[src/rtl/gmms_pkg.sv]
`timescale 1ns / 1ps

package gmms_pkg;

    // Fixed field widths of the pixel stream
    localparam int PIXEL_W       = 16;
    localparam int STRETCH_W     = 8;
    localparam int GAIN_W        = 8;
    localparam int PIXEL_BITS_DEF = 16;

    // Numerator of the gain division and output ceiling
    localparam logic [GAIN_W-1:0] FULL_SCALE = 8'd255;

    // Restoring division: one quotient bit per step
    localparam int DIV_STEPS = GAIN_W;
    localparam int DIV_CNT_W = $clog2(DIV_STEPS);

    // Item operation codes
    localparam logic OP_MEASURE = 1'b0;
    localparam logic OP_APPLY   = 1'b1;

    typedef struct packed {
        logic               op;
        logic               frame_first;
        logic [PIXEL_W-1:0] pixel;
    } gmms_in_t;

    typedef struct packed {
        logic [STRETCH_W-1:0] stretched;
        logic                 flat;
    } gmms_out_t;

    // Commands from the controller to the datapath
    typedef struct packed {
        logic measure;    // update min and max from the input pixel
        logic capture;    // hold the input pixel for the apply pass
        logic div_init;   // load divisor, clear remainder
        logic div_step;   // one restoring division step
        logic gain_load;  // take the quotient as the new gain
        logic gain_clear; // out-of-range span: gain is zero
        logic mul_out;    // form and register one result
    } gmms_cmd_t;

    // Status from the datapath to the controller
    typedef struct packed {
        logic span_ok;    // span lies in 1..FULL_SCALE
    } gmms_stat_t;

endpackage

[src/rtl/grey_min_max_stretch.sv]
// Measure transfer: busy through setup, then an 8-step restoring divider (one gain
//   bit per cycle), or through setup alone if the span is 0 or >255.
// Apply transfer: busy in the multiplier state; the result strobe (done) is high for
//   one cycle, registered from that state. No new transfer is taken while busy.
// The receiver cannot stall: each result is valid only while done is high.
// Reset (rst_n low, asynchronous) clears minimum, maximum and gain to zero and idles.
`timescale 1ns / 1ps

module grey_min_max_stretch
    import gmms_pkg::*;
#(
    parameter int PIXEL_BITS = PIXEL_BITS_DEF
)
(
    input  logic      clk,
    input  logic      rst_n,
    input  logic      start,
    output logic      busy,
    input  gmms_in_t  item,
    output gmms_out_t result,
    output logic      done
);

    gmms_cmd_t  cmd;
    gmms_stat_t stat;

    gmms_ctrl u_ctrl (
        .clk   (clk),
        .rst_n (rst_n),
        .start (start),
        .op    (item.op),
        .stat  (stat),
        .cmd   (cmd),
        .busy  (busy)
    );

    gmms_dpath #(
        .PIXEL_BITS (PIXEL_BITS)
    ) u_dpath (
        .clk    (clk),
        .rst_n  (rst_n),
        .item   (item),
        .cmd    (cmd),
        .stat   (stat),
        .result (result),
        .done   (done)
    );

    // One result per apply transfer: strobes never run back to back
    a_done_single: assert property (@(posedge clk) disable iff (!rst_n)
        done |=> !done)
        else $error("result strobe held for two cycles");

    // The result strobe follows an apply transfer, through the multiplier state and the strobe register
    a_done_source: assert property (@(posedge clk) disable iff (!rst_n)
        done |-> $past(start && !busy && item.op == OP_APPLY, 2))
        else $error("result without an apply transfer");

endmodule

[src/rtl/gmms_ctrl.sv]
`timescale 1ns / 1ps

module gmms_ctrl
    import gmms_pkg::*;
(
    input  logic       clk,
    input  logic       rst_n,
    input  logic       start,
    input  logic       op,
    input  gmms_stat_t stat,
    output gmms_cmd_t  cmd,
    output logic       busy
);

    typedef enum logic [3:0] {
        S_IDLE  = 4'b0001,
        S_SETUP = 4'b0010,
        S_DIV   = 4'b0100,
        S_MUL   = 4'b1000
    } state_t;

    state_t                 state_reg, state_next;
    logic [DIV_CNT_W-1:0]   cnt_reg, cnt_next;
    logic                   last_step;

    assign busy      = (state_reg != S_IDLE);
    assign last_step = (cnt_reg == DIV_CNT_W'(DIV_STEPS - 1));

    // Sequence one transfer: measure goes through setup and, for an in-range span, divide; apply through multiply
    always_comb
    begin
        state_next = state_reg;
        cnt_next   = cnt_reg;
        cmd        = '0;
        unique case (state_reg)
            S_IDLE:
            begin
                if (start)
                begin
                    cmd.capture = 1'b1;
                    if (op == OP_APPLY)
                    begin
                        state_next = S_MUL;
                    end
                    else
                    begin
                        cmd.measure = 1'b1;
                        state_next  = S_SETUP;
                    end
                end
            end
            S_SETUP:
            begin
                cmd.div_init = 1'b1;
                cnt_next     = '0;
                if (stat.span_ok)
                begin
                    state_next = S_DIV;
                end
                else
                begin
                    cmd.gain_clear = 1'b1;
                    state_next     = S_IDLE;
                end
            end
            S_DIV:
            begin
                cmd.div_step = 1'b1;
                cnt_next     = cnt_reg + 1'b1;
                if (last_step)
                begin
                    cmd.gain_load = 1'b1;
                    state_next    = S_IDLE;
                end
            end
            S_MUL:
            begin
                cmd.mul_out = 1'b1;
                state_next  = S_IDLE;
            end
            default:
            begin
                state_next = S_IDLE;
            end
        endcase
    end

    always_ff @(posedge clk or negedge rst_n)
    begin
        if (!rst_n)
        begin
            state_reg <= S_IDLE;
            cnt_reg   <= '0;
        end
        else
        begin
            state_reg <= state_next;
            cnt_reg   <= cnt_next;
        end
    end

    // A measure transfer always continues into the divider setup
    a_measure_setup: assert property (@(posedge clk) disable iff (!rst_n)
        (start && state_reg == S_IDLE && op == OP_MEASURE) |=> state_reg == S_SETUP)
        else $error("measure transfer did not enter setup");

    // The gain is loaded only on the final division step
    a_gain_last: assert property (@(posedge clk) disable iff (!rst_n)
        cmd.gain_load |-> (state_reg == S_DIV && last_step))
        else $error("gain loaded before division finished");

endmodule

[src/rtl/gmms_dpath.sv]
`timescale 1ns / 1ps

module gmms_dpath
    import gmms_pkg::*;
#(
    parameter int PIXEL_BITS = PIXEL_BITS_DEF
)
(
    input  logic       clk,
    input  logic       rst_n,
    input  gmms_in_t   item,
    input  gmms_cmd_t  cmd,
    output gmms_stat_t stat,
    output gmms_out_t  result,
    output logic       done
);

    localparam int PROD_W = GAIN_W + PIXEL_BITS;

    logic [PIXEL_BITS-1:0] pix_in;
    logic [PIXEL_BITS-1:0] low_reg, low_next;
    logic [PIXEL_BITS-1:0] high_reg, high_next;
    logic [PIXEL_BITS-1:0] pix_reg;
    logic [PIXEL_BITS-1:0] span;
    logic [GAIN_W-1:0]     gain_reg;
    logic [GAIN_W-1:0]     divisor_reg;
    logic [GAIN_W-1:0]     rem_reg, rem_next;
    logic [GAIN_W-1:0]     quo_reg, quo_next;
    logic [GAIN_W:0]       trial;
    logic                  trial_ge;
    logic [PIXEL_BITS-1:0] diff;
    logic [PROD_W-1:0]     prod;
    logic                  is_flat;
    logic [STRETCH_W-1:0]  value;
    gmms_out_t             result_reg;
    logic                  done_reg;

    assign pix_in = item.pixel[PIXEL_BITS-1:0];

    // Running minimum and maximum; first pixel of a frame restarts both
    always_comb
    begin
        low_next  = low_reg;
        high_next = high_reg;
        if (item.frame_first)
        begin
            low_next  = pix_in;
            high_next = pix_in;
        end
        else
        begin
            if (pix_in < low_reg)
            begin
                low_next = pix_in;
            end
            if (pix_in > high_reg)
            begin
                high_next = pix_in;
            end
        end
    end

    // Span check: the division only runs for 1..FULL_SCALE
    assign span         = high_reg - low_reg;
    assign stat.span_ok = (span != '0) &&
                          ({1'b0, span} <= (PIXEL_BITS + 1)'(FULL_SCALE));

    // Restoring division step of FULL_SCALE by the span
    assign trial    = {rem_reg, quo_reg[GAIN_W-1]};
    assign trial_ge = (trial >= {1'b0, divisor_reg});
    always_comb
    begin
        if (trial_ge)
        begin
            rem_next = GAIN_W'(trial - {1'b0, divisor_reg});
        end
        else
        begin
            rem_next = trial[GAIN_W-1:0];
        end
        quo_next = {quo_reg[GAIN_W-2:0], trial_ge};
    end

    // Apply: gain times distance above the minimum, saturated
    assign is_flat = (high_reg == low_reg);
    assign diff    = pix_reg - low_reg;
    assign prod    = PROD_W'(gain_reg) * PROD_W'(diff);
    always_comb
    begin
        if (is_flat || pix_reg <= low_reg)
        begin
            value = '0;
        end
        else if (prod[PROD_W-1:STRETCH_W] != '0)
        begin
            value = FULL_SCALE;
        end
        else
        begin
            value = prod[STRETCH_W-1:0];
        end
    end

    // Frame levels and gain
    always_ff @(posedge clk or negedge rst_n)
    begin
        if (!rst_n)
        begin
            low_reg  <= '0;
            high_reg <= '0;
            gain_reg <= '0;
        end
        else
        begin
            if (cmd.measure)
            begin
                low_reg  <= low_next;
                high_reg <= high_next;
            end
            if (cmd.gain_clear)
            begin
                gain_reg <= '0;
            end
            else if (cmd.gain_load)
            begin
                gain_reg <= quo_next;
            end
        end
    end

    // Divider, captured pixel and result register
    always_ff @(posedge clk)
    begin
        if (cmd.capture)
        begin
            pix_reg <= pix_in;
        end
        if (cmd.div_init)
        begin
            divisor_reg <= span[GAIN_W-1:0];
            rem_reg     <= '0;
            quo_reg     <= FULL_SCALE;
        end
        else if (cmd.div_step)
        begin
            rem_reg <= rem_next;
            quo_reg <= quo_next;
        end
        if (cmd.mul_out)
        begin
            result_reg.stretched <= value;
            result_reg.flat      <= is_flat;
        end
    end

    // Result strobe
    always_ff @(posedge clk or negedge rst_n)
    begin
        if (!rst_n)
        begin
            done_reg <= 1'b0;
        end
        else
        begin
            done_reg <= cmd.mul_out;
        end
    end

    assign result = result_reg;
    assign done   = done_reg;

    // Maximum never falls below minimum
    a_level_order: assert property (@(posedge clk) disable iff (!rst_n)
        high_reg >= low_reg)
        else $error("frame maximum below minimum");

    // A flat frame always gives a zero result
    a_flat_zero: assert property (@(posedge clk) disable iff (!rst_n)
        (done_reg && result_reg.flat) |-> result_reg.stretched == '0)
        else $error("flat frame gave nonzero result");

endmodule
[config.mk]
export PLATFORM = sky130hd
export DESIGN_NAME = grey_min_max_stretch
export DESIGN_NICKNAME = d
export VERILOG_FILES = /design/src/rtl/gmms_pkg.sv /design/src/rtl/grey_min_max_stretch.sv /design/src/rtl/gmms_ctrl.sv /design/src/rtl/gmms_dpath.sv
export SDC_FILE = /design/constraint.sdc
export NUM_CORES = 1
export LEC_CHECK = 0
export BUFFER_PORTS_ARGS = -buffer_cell sky130_fd_sc_hd__buf_2
export CAP_MARGIN = 10
export CORE_AREA = 8 8 217 136
export CTS_CLUSTER_SIZE = 10
export DETAILED_ROUTE_END_ITERATION = 10
export DIE_AREA = 0 0 225 144
export GPL_TIMING_DRIVEN = 0
export PLACE_DENSITY = 0.62
export SYNTH_ARGS = -nofsm -noshare
export SYNTH_HDL_FRONTEND = slang
export SYNTH_SLANG_ARGS = --single-unit
[constraint.sdc]
create_clock -name clk -period 7.65 [get_ports clk]
set_input_delay 0.3825 -clock clk [delete_from_list [all_inputs] [get_ports clk]]
set_output_delay 0.3825 -clock clk [all_outputs]
set_load 0.1 [all_outputs]
---- After elaboration in Yosys (flattened, before gate mapping) ----
Cells that the tools add are included.
word-level totals
  register bits after elaboration ......... 97
  output and inout port bits .............. 11
operators by class
  $add $sub $neg .......................... 4
  multiply operators ...................... 1
  order comparisons ....................... 5
  equal/unequal tests ..................... 9
  muxes and demuxes ....................... 23
  reductions and logical operators ........ 11
operators with widths
  cell                                                    count
  2-to-1 mux 16 bit                                       4
  2-to-1 mux 8 bit                                        4
  nonzero test 16 bit                                     2
  subtractor 16 bit                                       2
  multiplier 8 x 16 -> 24 bit                             1
  == test 16 bit                                          1
  > comparator 16 bit                                     1
  <= comparator 16 bit                                    1
  <= comparator 16 x 8 -> 1 bit (second input constant)   1
  less-than comparator 16 bit                             1
  2-to-1 mux 4 bit                                        3
  one-hot mux 4 bit (3 select lines)                      1
  greater-or-equal comparator 9 x 8 -> 1 bit              1
  nonzero test 2 bit                                      4
  subtractor 8 bit                                        1
  2-to-1 mux 1 bit                                        6
  2-to-1 mux 2 bit                                        3
  one-hot mux 3 bit (2 select lines)                      1
  AND reduction 2 bit                                     3
  == test 4 x 1 -> 1 bit (second input constant)          1
  == test 4 x 2 -> 1 bit (second input constant)          1
  == test 4 x 3 -> 1 bit (second input constant)          1
  == test 4 bit (second input constant)                   1
  inequality test 4 x 1 -> 1 bit (second input constant)  1
  other kinds (7)                                         7

---- Depth between registers and ports, before layout ----
Gate-level depths: netlist of the first run.
  word-level depth ........................ 6
  gate-level depth with buffers ........... 29

---- Modules after synthesis ----
From an unflattened synthesis of the first run, not the netlist that was laid out.
second synthesis, totals
  cell total of the unflattened synthesis .. 1262
  area total of the unflattened synthesis .. 11198.2 um2
by module, submodules not included
  module      times used  cells each  area each (um2)
  gmms_dpath  1           1234        10816.6
  gmms_ctrl   1           28          381.6

---- Worst setup path before layout of the first run ----
OpenSTA, ideal clock, no wires.
  path type ............................... flip-flop to flip-flop
  start ................................... register u_dpath.low_reg[0]
  end ..................................... register u_dpath.result_reg, in the netlist u_dpath.result[6], data pin
  setup time .............................. 299 ps
  arrival time ............................ 6605 ps
  data required time ...................... 7351 ps
  slack ................................... 746 ps
  cell stages (with the launch flop) ...... 27
  clock period less this slack ............ 6904 ps
  cells stage by stage .................... dfrtp_1 ha_1 fa_1 nor2b_1 o21ai_0 a21boi_1 o2111ai_1 a21o_1 a31oi_1 clkbuf_1 nor3b_1 nor3_1 fa_1 fa_1 fa_1 inv_1 fa_1 ha_1 buf_2 nand2_1 or3_1 a21oi_1 o221ai_1 nor4_4 nand4_1 nor4_4 a41oi_1
between the ends
  cells in the longest elaborated chain, start to end .. 4
  elaborated cells on any way between the ends .. 7
RTL lines
  item                         line               text
  start, declared              gmms_dpath.sv:21   logic [PIXEL_BITS-1:0] low_reg, low_next;
  start signal, assigned       gmms_dpath.sv:117  low_reg <= low_next;
  subtractor 16 bit            gmms_dpath.sv:86   assign diff = pix_reg - low_reg;
  multiplier 8 x 16 -> 24 bit  gmms_dpath.sv:87   assign prod = PROD_W'(gain_reg) * PROD_W'(diff);
  nonzero test 16 bit          gmms_dpath.sv:94   else if (prod[PROD_W-1:STRETCH_W] != '0)
  2-to-1 mux 8 bit             gmms_dpath.sv:94
  end, declared                gmms_dpath.sv:35   gmms_out_t result_reg;
Several ways; a longest one is shown, not always the timed one.
A chain may end at the register's enable or synchronous reset.

---- Worst setup path after layout of the first run ----
  start ................................... register u_dpath.low_reg[2]
  end ..................................... register u_dpath.result_reg, in the netlist u_dpath.result[6], data pin
Same word-level chain as after synthesis.

==> results of run 1 <==
placed cells by master, fill, tap and decap left out, types with 35 or more instances in the layout:
cell	instances
inv_1	160
fa_1	86
nor2_1	63
buf_2	35
nand2_1	150
ha_1	115
nand3_1	61
clkbuf_1	55
dfrtp_1	47
a21oi_1	42
what timing repair did:
action | 4_1_cts | 5_1_grt
pin swaps | 2 | 12
buffers inserted | 1 | 13
endpoints found under the setup margin | 8 | 8
gates resized for setup | 15 | 44
final cells by class:
cell class | count | area share
Tap cell | 367 | 0.0354
Buffer | 67 | 0.0218
Multi-Input combinational cell | 1021 | 0.655
Inverter | 163 | 0.0472
Clock buffer | 10 | 0.0177
Clock inverter | 6 | 0.00560
Timing Repair Buffer | 48 | 0.0236
Sequential cell | 97 | 0.194
report_power, final:
group / switching (mW) / leakage, nW / internal (mW)
combinational: 1.56 / 4.47 / 0.850
clock: 0.224 / 0.149 / 0.259
sequential: 0.0983 / 1.03 / 0.678
kinds of logic after synthesis:
kind of cell             count (synthesis)
XOR/XNOR                                36
adder cells (fa/ha/maj)                203
AND/OR/NAND/NOR                        481
multiplexers                            12
AO/OA/AOI/OAI                          289
flip-flops                              97
buffers and inverters                  232
Yosys cell counts, types with 8 or more instances:
| master | count |
|---|---|
| nand3_1 | 61 |
| a221oi_1 | 16 |
| nand2_1 | 151 |
| o2111ai_1 | 22 |
| xor2_1 | 16 |
| inv_1 | 161 |
| o211ai_1 | 8 |
| a21o_1 | 26 |
| o311ai_1 | 14 |
| nor3_1 | 20 |
| xnor2_1 | 20 |
| nor2b_1 | 26 |
| nor2_1 | 64 |
| fa_1 | 87 |
| o21ai_0 | 34 |
| dfxtp_1 | 16 |
| clkbuf_1 | 59 |
| a21oi_1 | 46 |
| nand3b_1 | 11 |
| dfrtp_1 | 47 |
| and3_1 | 25 |
| and2_1 | 20 |
| o21ai_1 | 12 |
| nand2b_1 | 19 |
| edfxtp_1 | 33 |
| nand4_1 | 30 |
| a211oi_1 | 14 |
| nor3b_1 | 9 |
| ha_1 | 116 |
| a31oi_1 | 13 |
| mux2i_1 | 10 |
routing by layer:
layer  global-route usage  vias to the layer above
met4               0.0326                        0
met1                0.337                     5131
li1                     -                     4925
met3               0.0731                       21
met5                    0                        -
met2                0.269                      467
worst min path at each step:
stage,startpoint,to,slack [ns]
2_1_floorplan,rst_n,u_ctrl.cnt_reg[0],0.09
3_3_place_gp,u_dpath.rem_reg[7],u_dpath.rem_reg[7],0.46
3_5_place_dp,rst_n,u_dpath.low_reg[12],0.43
4_1_cts,rst_n,u_dpath.low_reg[12],0.03
5_1_grt,rst_n,u_dpath.low_reg[12],0.06
6_report,rst_n,u_dpath.low_reg[12],0.006
stage by stage:
stage / worst slack (ns) / hold slack [ns] / power (mW) / TNS [ns]
2_1_floorplan: 0.746 / 0.0869 / 2.31 / 0
3_3_place_gp: -0.789 / 0.458 / 2.91 / -5.93
3_5_place_dp: -0.859 / 0.428 / 2.94 / -6.26
4_1_cts: 0.0162 / 0.0324 / 3.47 / 0
5_1_grt: -0.0379 / 0.0565 / 3.91 / -0.0722
6_report: 0.318 / 0.00598 / 3.67 / 0
==> impl_metrics.json, run 1 <==
{
  "status": "completed",
  "postSynthAreaPerCell_um2": 8.63,
  "powerDensity_nw_per_um2": 283,
  "clk_path_buf_depth": 2,
  "top_layer_used": "met4",
  "worstReg2RegEnd": "u_dpath.result[6]",
  "die_area_um2": 32400,
  "stdcell_count": 1779,
  "nNetsFinal": 1631,
  "path_class": "reg2reg",
  "crit_buf_inv": 5,
  "clk_latency_ns": 0.37,
  "synth_edf_count": 33,
  "synth_xor_xnor_area_share": 0.0271,
  "async_flop_share": 0.495,
  "utilization": 0.487,
  "relSlewSlack": 0.180,
  "rows": 47,
  "cts.sinks": 97,
  "synthFlopType": "dfrtp_1",
  "syn-num-nets": 1574,
  "synthSimpleGateAreaFrac": 0.215,
  "routabilityCongestion": 0.952,
  "wl_mm": 34.1,
  "clock.fmax_mhz": 136,
  "arrival_ns": 7.42,
  "ios": 32,
  "synth_fa_ha_area_frac": 0.274,
  "fillCellCount": 2559,
  "crit_cells": 27,
  "die_h_um": 144,
  "maxCapViolCount": 0,
  "timing.final.hold_violations": 0,
  "gr-total-overflow": 0,
  "drc": 0,
  "initial_core_util": 0.437,
  "drtIter0Drc": 1142,
  "worstSetupEndpoint": "u_dpath.result[6]",
  "h-tree-depth": 3,
  "required_ns": 7.73,
  "synthCells": 1350,
  "seq_area_frac_synth": 0.216,
  "hpwl_mm": 27.2,
  "synth_top_area_frac": 0.149,
  "place_inst": 1751,
  "numPortBuffers": 31,
  "cp_common_cell": "fa_1",
  "max_stage_delay_ns": 0.54,
  "synth_cell_types": 86,
  "grt_pass1_vias": 9830,
  "reg2regPathDepth": 27,
  "period_minus_slack_ns": 7.33,
  "wl_met3_mm": 3.95,
  "hp-class": "in2async",
  "wl_met1_mm": 17.4,
  "synth_warnings": 0,
  "finalCritPeriodShare": 0.958,
  "clock_skew_ns": 0.00929,
  "ir_worst_vdd_mv": 0.197,
  "gr-usage-all-layers": 0.213,
  "flow.area_growth_from_synthesis_pct": 11.2,
  "grt_pass1_wl_mm": 54.5,
  "antenna_found_initial": 0,
  "avgRoutedWirePerCell_um": 19.2,
  "reg2reg_from": "u_dpath.low_reg[2]",
  "dr.pass1.iters": 8,
  "r2r_setup_slack_ns": 0.32,
  "crit_path_end_kind": "flip-flop",
  "synthMuxAreaShare": 0.0105,
  "startpoint_type": "flip-flop",
  "crit_path_start": "u_dpath.low_reg[2]",
  "synth_largest_area_cell": "fa_1",
  "cts_buffers": 9,
  "cts_hold_buffers": 0,
  "final_antenna_net_count": 0,
  "path_max_fanout": 8,
  "synth_compound_area_frac": 0.182,
  "fin_area_um2": 13000,
  "vias": 10544,
  "grt_max_degree": 28,
  "vias_per_cell": 5.93,
  "setup_viol": 0,
  "path_clk_slew_ns": 0.07,
  "p_leak_nw": 5.65,
  "critPathTopFamily": "adder cells",
  "wl_met2_mm": 12.5,
  "yosys-top-cells-area": "fa_1 15%, ha_1 12%, dfrtp_1 10%, edfxtp_1 8.5%, inv_1 5.2%",
  "crit_slowest_cell": "fa_1",
  "post_dp_cell_area_um2": 12300,
  "clockRootBuffer": "clkbuf_16",
  "cts_tree": "built",
  "coreArea_um2": 26600,
  "n_antenna_cell": 0,
  "multi_input_area_um2": 8490,
  "drive_gt1_frac": 0.0935,
  "final-max-slew-violation-count": 0,
  "die_width_um": 225,
  "synth-seq-cells": 97,
  "worstMarginPinSlew_ns": 1.21,
  "regArea_um2": 2510,
  "synth_top_family_by_area": "adder cells",
  "netlist_area_um2": 11700
}
No activity file was read; power rests on OpenSTA's default activity.
==> run 2: changes to the inputs <==
--- a/config.mk
+++ b/config.mk
@@ -5,7 +5,7 @@
 export SDC_FILE = /design/constraint.sdc
 export NUM_CORES = 1
 export LEC_CHECK = 0
-export BUFFER_PORTS_ARGS = -buffer_cell sky130_fd_sc_hd__buf_2
+export BUFFER_PORTS_ARGS = -buffer_cell sky130_fd_sc_hd__buf_4
 export CAP_MARGIN = 10
 export CORE_AREA = 8 8 217 136
 export CTS_CLUSTER_SIZE = 10
@@ -13,6 +13,7 @@
 export DIE_AREA = 0 0 225 144
 export GPL_TIMING_DRIVEN = 0
 export PLACE_DENSITY = 0.62
+export REMOVE_ABC_BUFFERS = 1
 export SYNTH_ARGS = -nofsm -noshare
 export SYNTH_HDL_FRONTEND = slang
 export SYNTH_SLANG_ARGS = --single-unit
==> constraint.sdc (replaced) <==
create_clock -name clk -period 8.1 [get_ports clk]
set_input_delay 0.405 -clock clk [delete_from_list [all_inputs] [get_ports clk]]
set_output_delay 0.405 -clock clk [all_outputs]
set_load 0.1 [all_outputs]
==> run 2 against run 1 <==
Clock power is 4% lower. Non-clock buffer count decreased by 72. Die area unchanged. First-iteration DRC count down 5.7%. Worst hold slack gained 0.050 ns. Critical endpoint unchanged. Combinational power is 13% lower. Wire length down 12%. Sequential share of layout area grew 0.59 points. Highest routed layer unchanged. Critical path depth down 1. Via count fell by 5.7%. Setup slack improved by 0.081 ns. Cell area shrank 3.0%.
==> impl_metrics.json, run 2 (synthesized netlist as in run 1, its figures left out) <==
{
  "status": "completed",
  "ir_worst_vdd_mv": 0.178,
  "layout_common_cells": "161 x inv_1, 151 x nand2_1, 116 x ha_1, 87 x fa_1, 64 x nor2_1",
  "die_h_um": 144,
  "powerDensity_nw_per_um2": 262,
  "crit_path_end_kind": "flip-flop",
  "clk_path_buf_depth": 2,
  "drtIter0Drc": 1077,
  "grt_max_degree": 49,
  "grt_pass1_wl_mm": 50.7,
  "routabilityCongestion": 0.871,
  "p_leak_nw": 5.50,
  "required_ns": 8.17,
  "final-max-slew-violation-count": 0,
  "coreArea_um2": 26600,
  "grt_pass1_vias": 9573,
  "clock.fmax_mhz": 130,
  "worstReg2RegEnd": "u_dpath.result[6]",
  "place_ws_ns": -0.323,
  "nNetsFinal": 1560,
  "setup_tns_ns": 0,
  "r2r_setup_slack_ns": 0.40,
  "path_clk_slew_ns": 0.07,
  "antenna_found_initial": 0,
  "dr.pass1.iters": 7,
  "startpoint_type": "flip-flop",
  "cts_buffers": 9,
  "cts.sinks": 97,
  "vias": 9938,
  "reg2reg_from": "u_dpath.low_reg[0]",
  "clock_skew_ns": 0.00812,
  "period_minus_slack_ns": 7.70,
  "relSlewSlack": 0.208,
  "wl_mm": 30.1,
  "final_antenna_net_count": 0,
  "ios": 32,
  "initial_core_util": 0.437,
  "setup_viol": 0,
  "vias_per_cell": 5.82,
  "fin_area_um2": 12600,
  "die_width_um": 225,
  "regArea_um2": 2510,
  "reg2regPathDepth": 26,
  "clk_latency_ns": 0.36,
  "avgRoutedWirePerCell_um": 17.6,
  "timing.final.hold_violations": 0,
  "post_dp_cell_area_um2": 12100,
  "die_area_um2": 32400,
  "path_max_fanout": 12,
  "numPortBuffers": 31,
  "hp-class": "in2async",
  "flow.area_growth_from_synthesis_pct": 7.96,
  "rows": 47,
  "path_class": "reg2reg",
  "n_antenna_cell": 0,
  "finalCritPeriodShare": 0.951,
  "drive_gt1_frac": 0.0694,
  "cts_tree": "built",
  "drc": 0,
  "setup_ws_ns": 0.399,
  "layout_commonest_cell": "inv_1",
  "fillCellCount": 2586,
  "clockRootBuffer": "clkbuf_16",
  "multi_input_area_um2": 8330,
  "maxCapViolCount": 0,
  "worstMarginPinSlew_ns": 1.18,
  "arrival_ns": 7.77,
  "gr-usage-all-layers": 0.191,
  "hpwl_mm": 23.4,
  "gr-total-overflow": 0,
  "h-tree-depth": 3
}
## run 2: worst max-delay path by stage
stage               cells past startpoint  slack, ns                end          startpoint
global placement                       22      -0.66  u_dpath.result[6]  u_dpath.low_reg[0]
CTS                                    24      0.006  u_dpath.result[6]  u_dpath.low_reg[1]
global route                           25      -0.03  u_dpath.result[6]  u_dpath.low_reg[1]
floorplan                              24       0.90  u_dpath.result[6]  u_dpath.low_reg[0]
detailed placement                     22      -0.32  u_dpath.result[6]  u_dpath.low_reg[0]
finish                                 26       0.40  u_dpath.result[6]  u_dpath.low_reg[0]
## run 2: cell type report
cell class,instances,area share
clock buffers,9,0.0179
clock inverters,7,0.00736
inverters,163,0.0486
multi-input cells,1022,0.662
flip-flops and latches,97,0.200
well taps,367,0.0365
repair buffers,43,0.0277
## run 2: critical path, cell delays in order, from the launching register on
cell and delay (ns):
dfrtp_1 0.43, ha_1 0.24, fa_1 0.41, nor2b_1 0.13, o21ai_0 0.11, a21boi_1 0.28, o2111ai_1 0.20, a21o_1 0.30
a31oi_4 0.24, buf_12 0.15, nor3b_1 0.05, nor3_1 0.28, fa_1 0.50, fa_1 0.48, fa_1 0.53, fa_1 0.54
inv_1 0.04, ha_1 0.43, nand2_1 0.20, or3_1 0.41, a21oi_1 0.16, o221ai_1 0.26, nor4_4 0.21, nand4_1 0.21
nor4_4 0.25, buf_4 0.21, a41oi_1 0.13
## run 2: stage by stage
stage               hold slack, ns  utilization  std cells  total power, mW
finish                      0.0563        0.472       1708             3.29
global route                 0.125        0.472       1708             3.55
CTS                         0.0885        0.468       1701             3.22
detailed placement           0.462        0.456       1685             2.73
global placement             0.460        0.453       1679             2.66
floorplan                    0.109            -       1281             2.15
## run 2: timing repair
action / CTS / global route
hold buffers: 0 / 0
hold endpoints to repair: 0 / 0
endpoints found under the setup margin: 8 / 8
setup buffers: 0 / 2
pin swaps: 1 / 2
gates resized for setup: 3 / 4
gates cloned: 0 / 1
## run 2: where the power goes
group	internal, mW	total, mW	leakage (nW)	switching, mW
logic	0.726	2.10	4.32	1.37
registers	0.640	0.729	1.03	0.0892
clock network	0.248	0.466	0.156	0.217
total	1.61	3.29	5.50	1.68
## run 2: routing by layer
metal / up-vias / global-route usage / share of wire
met5: - / 0 / 0
met4: 0 / 0.0312 / 0.0072
met3: 25 / 0.0363 / 0.078
met2: 297 / 0.262 / 0.38
met1: 4839 / 0.305 / 0.53
li1: 4777 / - / -
==> run 3: changes to the inputs <==
--- a/config.mk
+++ b/config.mk
@@ -5,12 +5,14 @@
 export SDC_FILE = /design/constraint.sdc
 export NUM_CORES = 1
 export LEC_CHECK = 0
+export ABC_AREA = 1
 export BUFFER_PORTS_ARGS = -buffer_cell sky130_fd_sc_hd__buf_4
 export CAP_MARGIN = 10
-export CORE_AREA = 8 8 217 136
+export CORE_AREA = 8 8 210 132
+export CTS_CLUSTER_DIAMETER = 120
 export CTS_CLUSTER_SIZE = 10
 export DETAILED_ROUTE_END_ITERATION = 10
-export DIE_AREA = 0 0 225 144
+export DIE_AREA = 0 0 218 140
 export GPL_TIMING_DRIVEN = 0
 export PLACE_DENSITY = 0.62
 export REMOVE_ABC_BUFFERS = 1
==> constraint.sdc (replaced) <==
create_clock -name clk -period 7.8 [get_ports clk]
set_input_delay 0.39 -clock clk [delete_from_list [all_inputs] [get_ports clk]]
set_output_delay 0.39 -clock clk [all_outputs]
set_load 0.1 [all_outputs]
==> run 3 against run 2 <==
Sequential power increased by 5.6%. Cell area decreased by 6.2%. Flip-flop and latch count unchanged. Setup slack improved by 0.63 ns. Combinational power increased by 2%. Fmax increased by 14%. Die area decreased by 5.8%. Count of clock-buffer cells in the layout unchanged. Worst hold slack got worse by 0.012 ns. Critical path type unchanged.
==> impl_metrics.json, run 3 <==
{
  "status": "completed",
  "p_leak_nw": 6.00,
  "clock_skew_ns": 0.0100,
  "yosysMostFrequentCell": "nand2_1",
  "synthTopCellsByCount": "413 x nand2_1, 290 x inv_1, 116 x ha_1",
  "cts_tree": "built",
  "synthFlopType": "dfrtp_1",
  "hp-class": "in2async",
  "maxCapViolCount": 0,
  "path_max_fanout": 8,
  "period_minus_slack_ns": 6.77,
  "synth_edf_count": 33,
  "clkPwrFrac": 0.141,
  "vias_per_cell": 5.14,
  "coreArea_um2": 24700,
  "crit_path_end_kind": "flip-flop",
  "setup_viol": 0,
  "post_cts_buffers": 0,
  "netlist_area_um2": 10900,
  "crit_slowest_cell": "fa_1",
  "antenna_found_initial": 0,
  "yosys-top-cells-area": "fa_1 16%, nand2_1 14%, ha_1 13%, dfrtp_1 11%, inv_1 10%",
  "timing.final.hold_violations": 0,
  "seq_area_frac_synth": 0.231,
  "postSynthAreaPerCell_um2": 7.42,
  "cts.sinks": 97,
  "clk_path_buf_depth": 2,
  "synthCells": 1464,
  "rsz0062_at_grt": "no",
  "synth_cell_types": 48,
  "cp_common_cell": "nand2_1",
  "p_switching_mw": 1.81,
  "dr.pass1.iters": 5,
  "clk_latency_ns": 0.37,
  "crit_buf_inv": 5,
  "reg2regPathDepth": 31,
  "gr-total-overflow": 0,
  "r2r_setup_slack_ns": 1.03,
  "n_antenna_cell": 0,
  "reg2reg_from": "u_dpath.low_reg[0]",
  "drc": 0,
  "flow.area_growth_from_synthesis_pct": 8.61,
  "synth_warnings": 0,
  "ir_worst_vdd_mv": 0.154,
  "drive_gt1_frac": 0.0669,
  "grt_max_degree": 49,
  "finalCritPeriodShare": 0.868,
  "numPortBuffers": 31,
  "die_h_um": 140,
  "rows": 45,
  "seqPwrFrac": 0.227,
  "p_int_mw": 1.58,
  "cts_buffers": 9,
  "path_clk_slew_ns": 0.07,
  "place_ws_ns": 1.11,
  "h-tree-depth": 3,
  "layout_common_cells": "413 x nand2_1, 290 x inv_1, 116 x ha_1, 100 x nand3_1, 98 x nor2_1",
  "layout_commonest_cell": "nand2_1",
  "final-max-slew-violation-count": 0,
  "nNetsFinal": 1713,
  "gr-usage-all-layers": 0.191,
  "synth-seq-cells": 97,
  "synth_largest_area_cell": "fa_1",
  "clockRootBuffer": "clkbuf_16",
  "relSlewSlack": 0.216,
  "p_comb_frac": 0.632,
  "wl_mm": 27.9,
  "powerDensity_nw_per_um2": 287,
  "critPathTopFamily": "adder cells",
  "ios": 32,
  "worstMarginPinSlew_ns": 1.17,
  "vias": 9378,
  "arrival_ns": 6.90,
  "worstReg2RegEnd": "u_dpath.result[1]",
  "cts_hold_buffers": 0,
  "die_area_um2": 30500,
  "grt_pass1_vias": 9114,
  "die_width_um": 218,
  "cts_resized": 0,
  "swShare": 0.535,
  "hpwl_mm": 23.0,
  "setup_ws_ns": 1.03,
  "setup_tns_ns": 0,
  "final_antenna_net_count": 0,
  "crit_cells": 31,
  "async_flop_share": 0.495,
  "routabilityCongestion": 0.929,
  "clock.fmax_mhz": 148,
  "required_ns": 7.93,
  "synth_top_area_frac": 0.160,
  "path_class": "reg2reg",
  "max_stage_delay_ns": 0.54,
  "initial_core_util": 0.441,
  "drtIter0Drc": 803,
  "startpoint_type": "flip-flop",
  "grt_pass1_wl_mm": 47.2,
  "avgRoutedWirePerCell_um": 15.3
}
run 3: cell type report:
cell class / instances / area [µm²]
clock buffers: 9 / 225
clock inverters: 7 / 81.3
fillers: 2516 / 12900
inverters: 292 / 1100
multi-input cells: 1055 / 7190
flip-flops and latches: 97 / 2510
well taps: 329 / 412
repair buffers: 34 / 283
run 3: per-stage QoR:
stage,cell area [µm²],utilization,cells,hold slack (ns),power [mW]
after floorplan,10800,-,1444,0.0944,2.26
after global placement,11400,0.464,1804,0.448,2.82
after detailed placement,11500,0.466,1807,0.459,2.87
after CTS,11800,0.479,1823,0.0539,3.36
after global routing,11800,0.479,1823,0.0809,3.70
final,11800,0.479,1823,0.0442,3.39
run 3: logic make-up after synthesis:
logic type | after synthesis | share of synthesized area
buffers and inverters | 312 | 0.108
DFF | 97 | 0.231
xor gates and xnor gates | 24 | 0.0200
adders and majority gates | 203 | 0.294
and+or+nand+nor | 688 | 0.270
AOI/OAI and AO/OA | 140 | 0.0767
run 3: per-layer routing:
layer / GRT usage / vias up / wire, µm
met5: 0 / - / 0
met3: 0.0385 / 16 / 2140
met4: 0.0303 / 0 / 184
li1: - / 4644 / -
met1: 0.310 / 4417 / 15000
met2: 0.255 / 301 / 10600
run 3: worst max-delay path by stage:
stage                                    to  slack (ns)               start
final                     u_dpath.result[1]        1.03  u_dpath.low_reg[0]
after global placement    u_dpath.result[6]        1.21  u_dpath.low_reg[0]
after floorplan           u_dpath.result[1]        1.97  u_dpath.low_reg[0]
after global routing      u_dpath.result[6]        0.59  u_dpath.low_reg[0]
after detailed placement  u_dpath.result[1]        1.11  u_dpath.low_reg[0]
after CTS                 u_dpath.result[1]        1.09  u_dpath.low_reg[0]
run 3: power groups by stage:
stage	clock [mW]	combinational, mW	sequential, mW
2_1_floorplan	0	1.47	0.787
3_3_place_gp	0	2.05	0.774
3_5_place_dp	0	2.09	0.779
4_1_cts	0.492	2.10	0.769
5_1_grt	0.507	2.41	0.786
6_report	0.477	2.14	0.770
run 3: worst reg2reg max path: cells and delay by family, from the launching register on:
kind                       cells  cell delay [ns]
buffers and inverters          5             0.34
DFF                            1             0.42
and+or+nand+nor               15             1.86
AOI/OAI and AO/OA              4             0.94
adders and majority gates      7             2.94
